### src/rtl/lls_pkg.sv
// Shared types, constants and helper functions for the lattice site-order decoder.
// Has no dependencies; every file but lls_stream_if refers to it by scoped names.
package lls_pkg;

    localparam int WORD_BITS      = 32;
    localparam int SIZE_BITS      = 25;
    localparam int SPLIT_BIT      = 24;
    localparam int NUM_LANES      = 4;
    localparam int CFG_IDX_BITS   = 3;
    localparam int DIMS_BITS      = 3;
    localparam int LEN_BITS       = 5;
    localparam int POS_BITS       = 7;
    localparam int DEF_MAX_DIMS   = 4;
    localparam int DEF_INDEX_BITS = 32;

    typedef logic [SIZE_BITS-1:0] t_size;

    // Configuration register indexes.
    typedef enum logic [CFG_IDX_BITS-1:0] {
        CFG_NUM_DIMS  = 3'd0,
        CFG_SIZE_DIM0 = 3'd1,
        CFG_SIZE_DIM1 = 3'd2,
        CFG_SIZE_DIM2 = 3'd3,
        CFG_SIZE_DIM3 = 3'd4
    } t_cfg_reg;

    // Effective extent of every dimension; unused dimensions hold one.
    typedef struct packed {
        t_size [NUM_LANES-1:0] dim;
    } t_geom;

    typedef struct packed {
        logic [WORD_BITS-1:0] padded_index;
    } t_in_item;

    typedef struct packed {
        logic                 inside_box;
        logic [WORD_BITS-1:0] site_number;
    } t_out_item;

    // Payload between pipeline stages. The coordinates still to be folded in sit
    // in x, with the next one always at the top position.
    typedef struct packed {
        logic                 in_box;
        t_size [2:0]          x;
        logic [WORD_BITS-1:0] acc;
    } t_pipe;

    // Number of significant bits of a size value.
    function automatic logic [LEN_BITS-1:0] bit_len(input t_size v);
        logic [LEN_BITS-1:0] len;
        len = '0;
        for (int i = 0; i < SIZE_BITS; i++) begin
            if (v[i]) begin
                len = LEN_BITS'(i + 1);
            end
        end
        return len;
    endfunction

endpackage

### src/rtl/lls_mac_stage.sv
// One multiply-accumulate pipeline stage of the site-number fold (acc = x + d * acc).
// Depends on lls_pkg for the pipeline payload type.
module lls_mac_stage (
    input  logic           i_clk,
    input  logic           i_rst_n,
    input  logic           i_valid,
    output logic           o_ready,
    input  lls_pkg::t_pipe i_data,
    input  lls_pkg::t_size i_dim,
    output logic           o_valid,
    input  logic           i_ready,
    output lls_pkg::t_pipe o_data
);

    logic [lls_pkg::SIZE_BITS+lls_pkg::WORD_BITS-1:0] prod;
    logic                                             stage_ready;
    logic                                             r_valid;
    lls_pkg::t_pipe                                   r_data;
    lls_pkg::t_pipe                                   n_data;

    // The product is needed only modulo the word size.
    assign prod = i_dim * i_data.acc;

    always_comb begin
        n_data.in_box = i_data.in_box;
        n_data.x[2]   = i_data.x[1];
        n_data.x[1]   = i_data.x[0];
        n_data.x[0]   = '0;
        n_data.acc    = lls_pkg::WORD_BITS'(i_data.x[2]) + prod[lls_pkg::WORD_BITS-1:0];
    end

    assign stage_ready = !r_valid || i_ready;

    always_ff @(posedge i_clk) begin
        if (!i_rst_n) begin
            r_valid <= 1'b0;
        end else if (stage_ready) begin
            r_valid <= i_valid;
        end
    end

    always_ff @(posedge i_clk) begin
        if (stage_ready && i_valid) begin
            r_data <= n_data;
        end
    end

    assign o_ready = stage_ready;
    assign o_valid = r_valid;
    assign o_data  = r_data;

endmodule

### config.mk
export PLATFORM = sky130hd
export DESIGN_NAME = lls_mac_stage
export DESIGN_NICKNAME = d
export VERILOG_FILES = /design/src/rtl/lls_pkg.sv /design/src/rtl/lls_mac_stage.sv
export SDC_FILE = /design/constraint.sdc
export NUM_CORES = 1
export LEC_CHECK = 0
export BUFFER_PORTS_ARGS = -buffer_cell sky130_fd_sc_hd__buf_4
export CORE_AREA = 2 2 196 198
export DETAILED_ROUTE_END_ITERATION = 12
export DIE_AREA = 0 0 198 200
export PLACE_DENSITY_LB_ADDON = 0.15
export REMOVE_ABC_BUFFERS = 1
export SETUP_SLACK_MARGIN = 0.1
export SKIP_LAST_GASP = 1
export SYNTH_ARGS = -nofsm -noshare
export SYNTH_HDL_FRONTEND = slang
export SYNTH_SLANG_ARGS = --single-unit
### constraint.sdc
create_clock -name i_clk -period 7.05 [get_ports i_clk]
set_input_delay 0.705 -clock i_clk [delete_from_list [all_inputs] [get_ports i_clk]]
set_output_delay 0.705 -clock i_clk [all_outputs]
set_load 0.01 [all_outputs]
== After elaboration in Yosys (flattened, before gate mapping) ==
Cells that the tools add are included.
Widths: inputs -> output; s select.

* Add/subtract/negate cells: 1
* Reductions and logical operators: 3
* Multiply operators: 1

{| class="wikitable"
|+ Operator list
! cell !! number
|-
| $add 25x32->32 || 1
|-
| $mul 25x32->32 || 1
|-
| $logic_and 1x1->1 || 1
|-
| $logic_not 1->1 || 1
|-
| $logic_or 1x1->1 || 1
|}

* Bits in registers: 84
* Logic and storage cells: 10
* Input port bits: 137
* Output and inout port bits: 110

== Depth between registers and ports, before layout ==
* Depth after elaboration: 3
* Mapped depth: 25
* Gate-level depth less buffers: 23

== Worst setup path before layout ==
Ideal clock, no wire load.

* Path kind: input to register
* Start: input port i_dim[4]
* End: register r_data, in the netlist o_data[31] (data pin)
* Library setup time: 262 ps
* Arrival: 6,625 ps
* Cell stages on the path: 23
* Data required time: 6,788 ps
* Slack: 163 ps
* Buffers on the path: 3
* Path through: clkbuf_1 clkbuf_1 nand2_1 fa_1 fa_1 fa_1 fa_1 inv_1 fa_1 fa_1 inv_1 fa_1 inv_1 ha_1 clkbuf_1 nand2_1 o21ai_1 a31oi_1 o21ai_0 a311oi_4 nor4_2 o31ai_2 xnor2_1

{| class="wikitable"
|+ RTL lines
! element !! line !! text
|-
| start, declared || lls_mac_stage.sv:9 || <nowiki>input lls_pkg::t_size i_dim,</nowiki>
|-
| end signal, assigned || lls_mac_stage.sv:44 || <nowiki>r_data <= n_data;</nowiki>
|-
| end, declared || lls_mac_stage.sv:18 || <nowiki>lls_pkg::t_pipe r_data;</nowiki>
|}

==> report_table.html <==
<table>
<tr><th>Metric</th><th>Value</th></tr>
<tr><th colspan="2">Global routing</th></tr>
<tr><td>Number of global-route vias before repair</td><td>13797</td></tr>
<tr><td>Maximum number of pins on one net before global-route repair</td><td>84</td></tr>
<tr><td>Wire length of the first global-routing pass</td><td>74660 um</td></tr>
<tr><td>Remaining global-route overflow</td><td>0</td></tr>
<tr><td>Number of antenna violations at the first check in global routing</td><td>2</td></tr>
<tr><td>Overall routing resource usage</td><td>24.81%</td></tr>
<tr><th colspan="2">STA</th></tr>
<tr><td>Final-layout setup total negative slack</td><td>0 ns</td></tr>
<tr><td>Max-slew headroom</td><td>29.44%</td></tr>
<tr><td>RSZ-0062 raised after global routing</td><td>no</td></tr>
<tr><td>Fin crit period</td><td>6.615 ns</td></tr>
<tr><td>Part of the cycle the worst path needs</td><td>93.84%</td></tr>
<tr><td>Final worst clock skew</td><td>0.008604 ns</td></tr>
<tr><td>Final count of negative-setup-slack endpoints</td><td>0</td></tr>
<tr><td>Final count of hold timing violations</td><td>0</td></tr>
<tr><td>Final-report max-slew violation count</td><td>0</td></tr>
<tr><td>Transition time at the pin with the least slew margin</td><td>1.058 ns</td></tr>
<tr><td>Top achievable clock speed</td><td>151.2 MHz</td></tr>
<tr><th colspan="2">Floorplan</th></tr>
<tr><td>Top-level port count</td><td>247</td></tr>
<tr><td>Site Rows</td><td>71</td></tr>
<tr><td>Die W</td><td>198 um</td></tr>
<tr><td>Floorplan core area</td><td>37400 um2</td></tr>
<tr><td>Die Footprint</td><td>39600 um2</td></tr>
<tr><td>Starting density of the core</td><td>49.70%</td></tr>
<tr><td>Die boundary height</td><td>200 um</td></tr>
<tr><th colspan="2">Worst setup path</th></tr>
<tr><td>Crit path buf inv count</td><td>8</td></tr>
<tr><td>Worst Setup Path Type</td><td>input port to register</td></tr>
<tr><td>Critical path fanouts, max</td><td>16</td></tr>
<tr><td>Startpoint Class</td><td>input port</td></tr>
<tr><td>Data arrival time at the worst-slack endpoint</td><td>6.69 ns</td></tr>
<tr><td>Kind of end point of the critical path</td><td>register</td></tr>
<tr><td>Cells along the critical path</td><td>buf_4, and2_1, fa_1, inv_1, fa_1, inv_1, fa_1, inv_1, fa_1, inv_1, fa_1, fa_1, inv_1, fa_1, inv_1, ha_1, inv_1, o21bai_1, a31oi_1, o21ai_1, a311oi_4, nor4_2, o31ai_2, xnor2_1</td></tr>
<tr><td>Family of cells with the greatest summed delay on the critical path</td><td>adder cells</td></tr>
<tr><td>Critical path's slowest cell</td><td>sky130_fd_sc_hd__fa_1</td></tr>
<tr><td>Worst path required time</td><td>7.12 ns</td></tr>
<tr><td>Max stage delay on crit path</td><td>0.54 ns</td></tr>
<tr><th colspan="2">Route</th></tr>
<tr><td>Routed Wire Length</td><td>46640 um</td></tr>
<tr><td>Drt first-iter violations</td><td>720</td></tr>
<tr><td>Via Count</td><td>13068</td></tr>
<tr><td>Via/cell ratio</td><td>4.933</td></tr>
<tr><td>Routed len/inst</td><td>17.61 um</td></tr>
<tr><td>DRT Pass-1 Iters</td><td>5</td></tr>
<tr><td>Remaining number of nets flagged by the antenna check after routing</td><td>0</td></tr>
<tr><td>Number of DRC violations after detailed routing</td><td>0</td></tr>
<tr><th colspan="2">Yosys</th></tr>
<tr><td>Primary FF master, synth</td><td>sky130_fd_sc_hd__edfxtp_1</td></tr>
<tr><td>Ys Warns</td><td>0</td></tr>
<tr><td>Number of synthesized register bits</td><td>84</td></tr>
<tr><td>Cells after Synth</td><td>1937</td></tr>
<tr><td>Sequential area share after synthesis</td><td>13.52%</td></tr>
<tr><td>Area share of the largest cell type after synthesis</td><td>45.02%</td></tr>
<tr><td>Number of enable-type register cells in the synthesized netlist</td><td>83</td></tr>
<tr><td>Most area-consuming cells after synthesis</td><td>sky130_fd_sc_hd__fa_1 (45%), sky130_fd_sc_hd__edfxtp_1 (13%), sky130_fd_sc_hd__inv_1 (11%), sky130_fd_sc_hd__and2_1 (8.4%), sky130_fd_sc_hd__ha_1 (7.3%)</td></tr>
<tr><td>Synthesized area per cell</td><td>9.596 um2</td></tr>
<tr><td>Most repeated cell in the gate-level netlist after synthesis</td><td>sky130_fd_sc_hd__inv_1</td></tr>
<tr><td>Yosys cell types</td><td>45</td></tr>
<tr><td>Cell accounting for the most synthesized area</td><td>sky130_fd_sc_hd__fa_1</td></tr>
<tr><td>Asr flop ratio synth</td><td>0%</td></tr>
<tr><td>List of most frequent post-synthesis cells</td><td>sky130_fd_sc_hd__inv_1 (527), sky130_fd_sc_hd__fa_1 (418), sky130_fd_sc_hd__nand2_1 (266)</td></tr>
<tr><td>Post-synth design cell area</td><td>18590 um2</td></tr>
<tr><th colspan="2">Clocking</th></tr>
<tr><td>Number of buffers inserted during clock tree synthesis</td><td>9</td></tr>
<tr><td>Clock latency at the later pin of the worst-skew pair</td><td>0.34 ns</td></tr>
<tr><td>Number of sinks on the clock net</td><td>84</td></tr>
<tr><td>Count of cells resized by post-cts repair</td><td>0</td></tr>
<tr><td>Root buffer cell</td><td>sky130_fd_sc_hd__clkbuf_16</td></tr>
<tr><td>Number of buffers inserted to repair setup after CTS</td><td>0</td></tr>
<tr><td>H-tree depth</td><td>3</td></tr>
<tr><td>Hold-fix buffer count after cts</td><td>0</td></tr>
<tr><td>Buffers from clock root to sink, at most</td><td>2</td></tr>
<tr><td>TritonCTS clock tree</td><td>built</td></tr>
<tr><td>Worst-path clk slew</td><td>0.07 ns</td></tr>
<tr><th colspan="2">Placed design</th></tr>
<tr><td>Final GP Congestion</td><td>0.9340</td></tr>
<tr><td>HPWL after detailed placement</td><td>39240 um</td></tr>
<tr><td>Port bufs</td><td>221</td></tr>
<tr><th colspan="2">Min path</th></tr>
<tr><td>Path type of the worst min-delay path</td><td>input port to register</td></tr>
<tr><th colspan="2">Layout</th></tr>
<tr><td>Area grow syn2layout</td><td>13.79%</td></tr>
<tr><td>Nets</td><td>2797</td></tr>
<tr><td>FILL cells</td><td>3375</td></tr>
<tr><td>Proportion of layout cells with a drive suffix above 1</td><td>13.61%</td></tr>
<tr><td>Count of inserted antenna diode cells</td><td>0</td></tr>
<tr><th colspan="2">Run</th></tr>
<tr><td>Max capacitance violation total</td><td>0</td></tr>
<tr><th colspan="2">Run status</th></tr>
<tr><td>Outcome</td><td>complete, no violations</td></tr>
</table>
-- worst paths after layout --
path                        start                    to  slack [ns]  cells after the start
max                    i_data[10]  o_data[31]$_DFFE_PP_        0.43                     24
min                    i_data[63]  o_data[88]$_DFFE_PP_        0.53                      1
max reg2reg  o_valid$_SDFFE_PN0N_  o_data[29]$_DFFE_PP_        5.35                      2
min reg2reg  o_valid$_SDFFE_PN0N_  o_valid$_SDFFE_PN0N_        0.55                      2
-- layout make-up --
cell class	instances	area (um2)	area share [%]
Clock buffer	9	225.2	1.065
Inverter	527	1978	9.353
Sequential cell	84	2512	11.88
Clock inverter	7	81.33	0.3845
Tap cell	511	639.4	3.023
Timing Repair Buffer	267	2017	9.536
Multi-Input combinational cell	1244	13700	64.76
-- stage by stage --
step	utilization, %	instance area [um2]	hold slack [ns]	setup WS [ns]	std cells
after floorplan	-	18180	0.6096	0.6378	1855
after CTS	56.55	21150	0.5168	0.3789	2649
after global routing	56.55	21150	0.5172	0.1308	2649
after detailed placement	55.73	20840	0.5467	0.0005200	2633
final	56.55	21150	0.5349	0.4346	2649
after global placement	55.73	20840	0.5222	0.1069	2633
-- worst register-to-register path: cells and delay by family, from the launching register on --
family           cells  cell delay (ns)
DFF                  1             0.31
and+or+nand+nor      2             0.97
-- cells by family (layout without fill, tap and decap cells) --
logic type      Yosys count  after routing  synth area share (%)
simple gates            554            554                 14.82
buf+inv                 633            810                 13.29
fa+ha+maj               527            527                 52.36
compound gates           66             66                 2.605
other cells               1             25               0.02018
xor+xnor                 72             72                 3.393
flops                    84             84                 13.52
-- per-layer routing --
layer  track usage, %  vias to the layer above  share of wire (%)
met5                0                        -              0.028
met2            41.42                      444                 48
met3            2.671                       52                6.0
met4            4.957                        2                1.6
met1            35.54                     6705                 45
li1                 -                     5865                  -
-- sequential cells by signal, summed over array words and instances (netlist names) --
register and cells:
o_data 83, o_valid 1
-- placed cells by master (no fill, tap or decap), types with 7 or more instances in the layout --
cell type / Yosys / routed
sky130_fd_sc_hd__o21a_1: 7 / 7
sky130_fd_sc_hd__edfxtp_1: 83 / 83
sky130_fd_sc_hd__inv_1: 527 / 527
sky130_fd_sc_hd__clkbuf_16: 0 / 9
sky130_fd_sc_hd__a21oi_1: 19 / 19
sky130_fd_sc_hd__conb_1: 1 / 25
sky130_fd_sc_hd__fa_1: 418 / 418
sky130_fd_sc_hd__nor2_1: 18 / 18
sky130_fd_sc_hd__xor2_1: 16 / 16
sky130_fd_sc_hd__and2_1: 249 / 248
sky130_fd_sc_hd__xnor2_1: 56 / 56
sky130_fd_sc_hd__ha_1: 109 / 109
sky130_fd_sc_hd__nand2_1: 266 / 266
sky130_fd_sc_hd__buf_4: 25 / 266
sky130_fd_sc_hd__nor3_1: 7 / 7
Power is not shown: default switching activity piles up to over one toggle a cycle in this logic, so the estimate is an artifact.
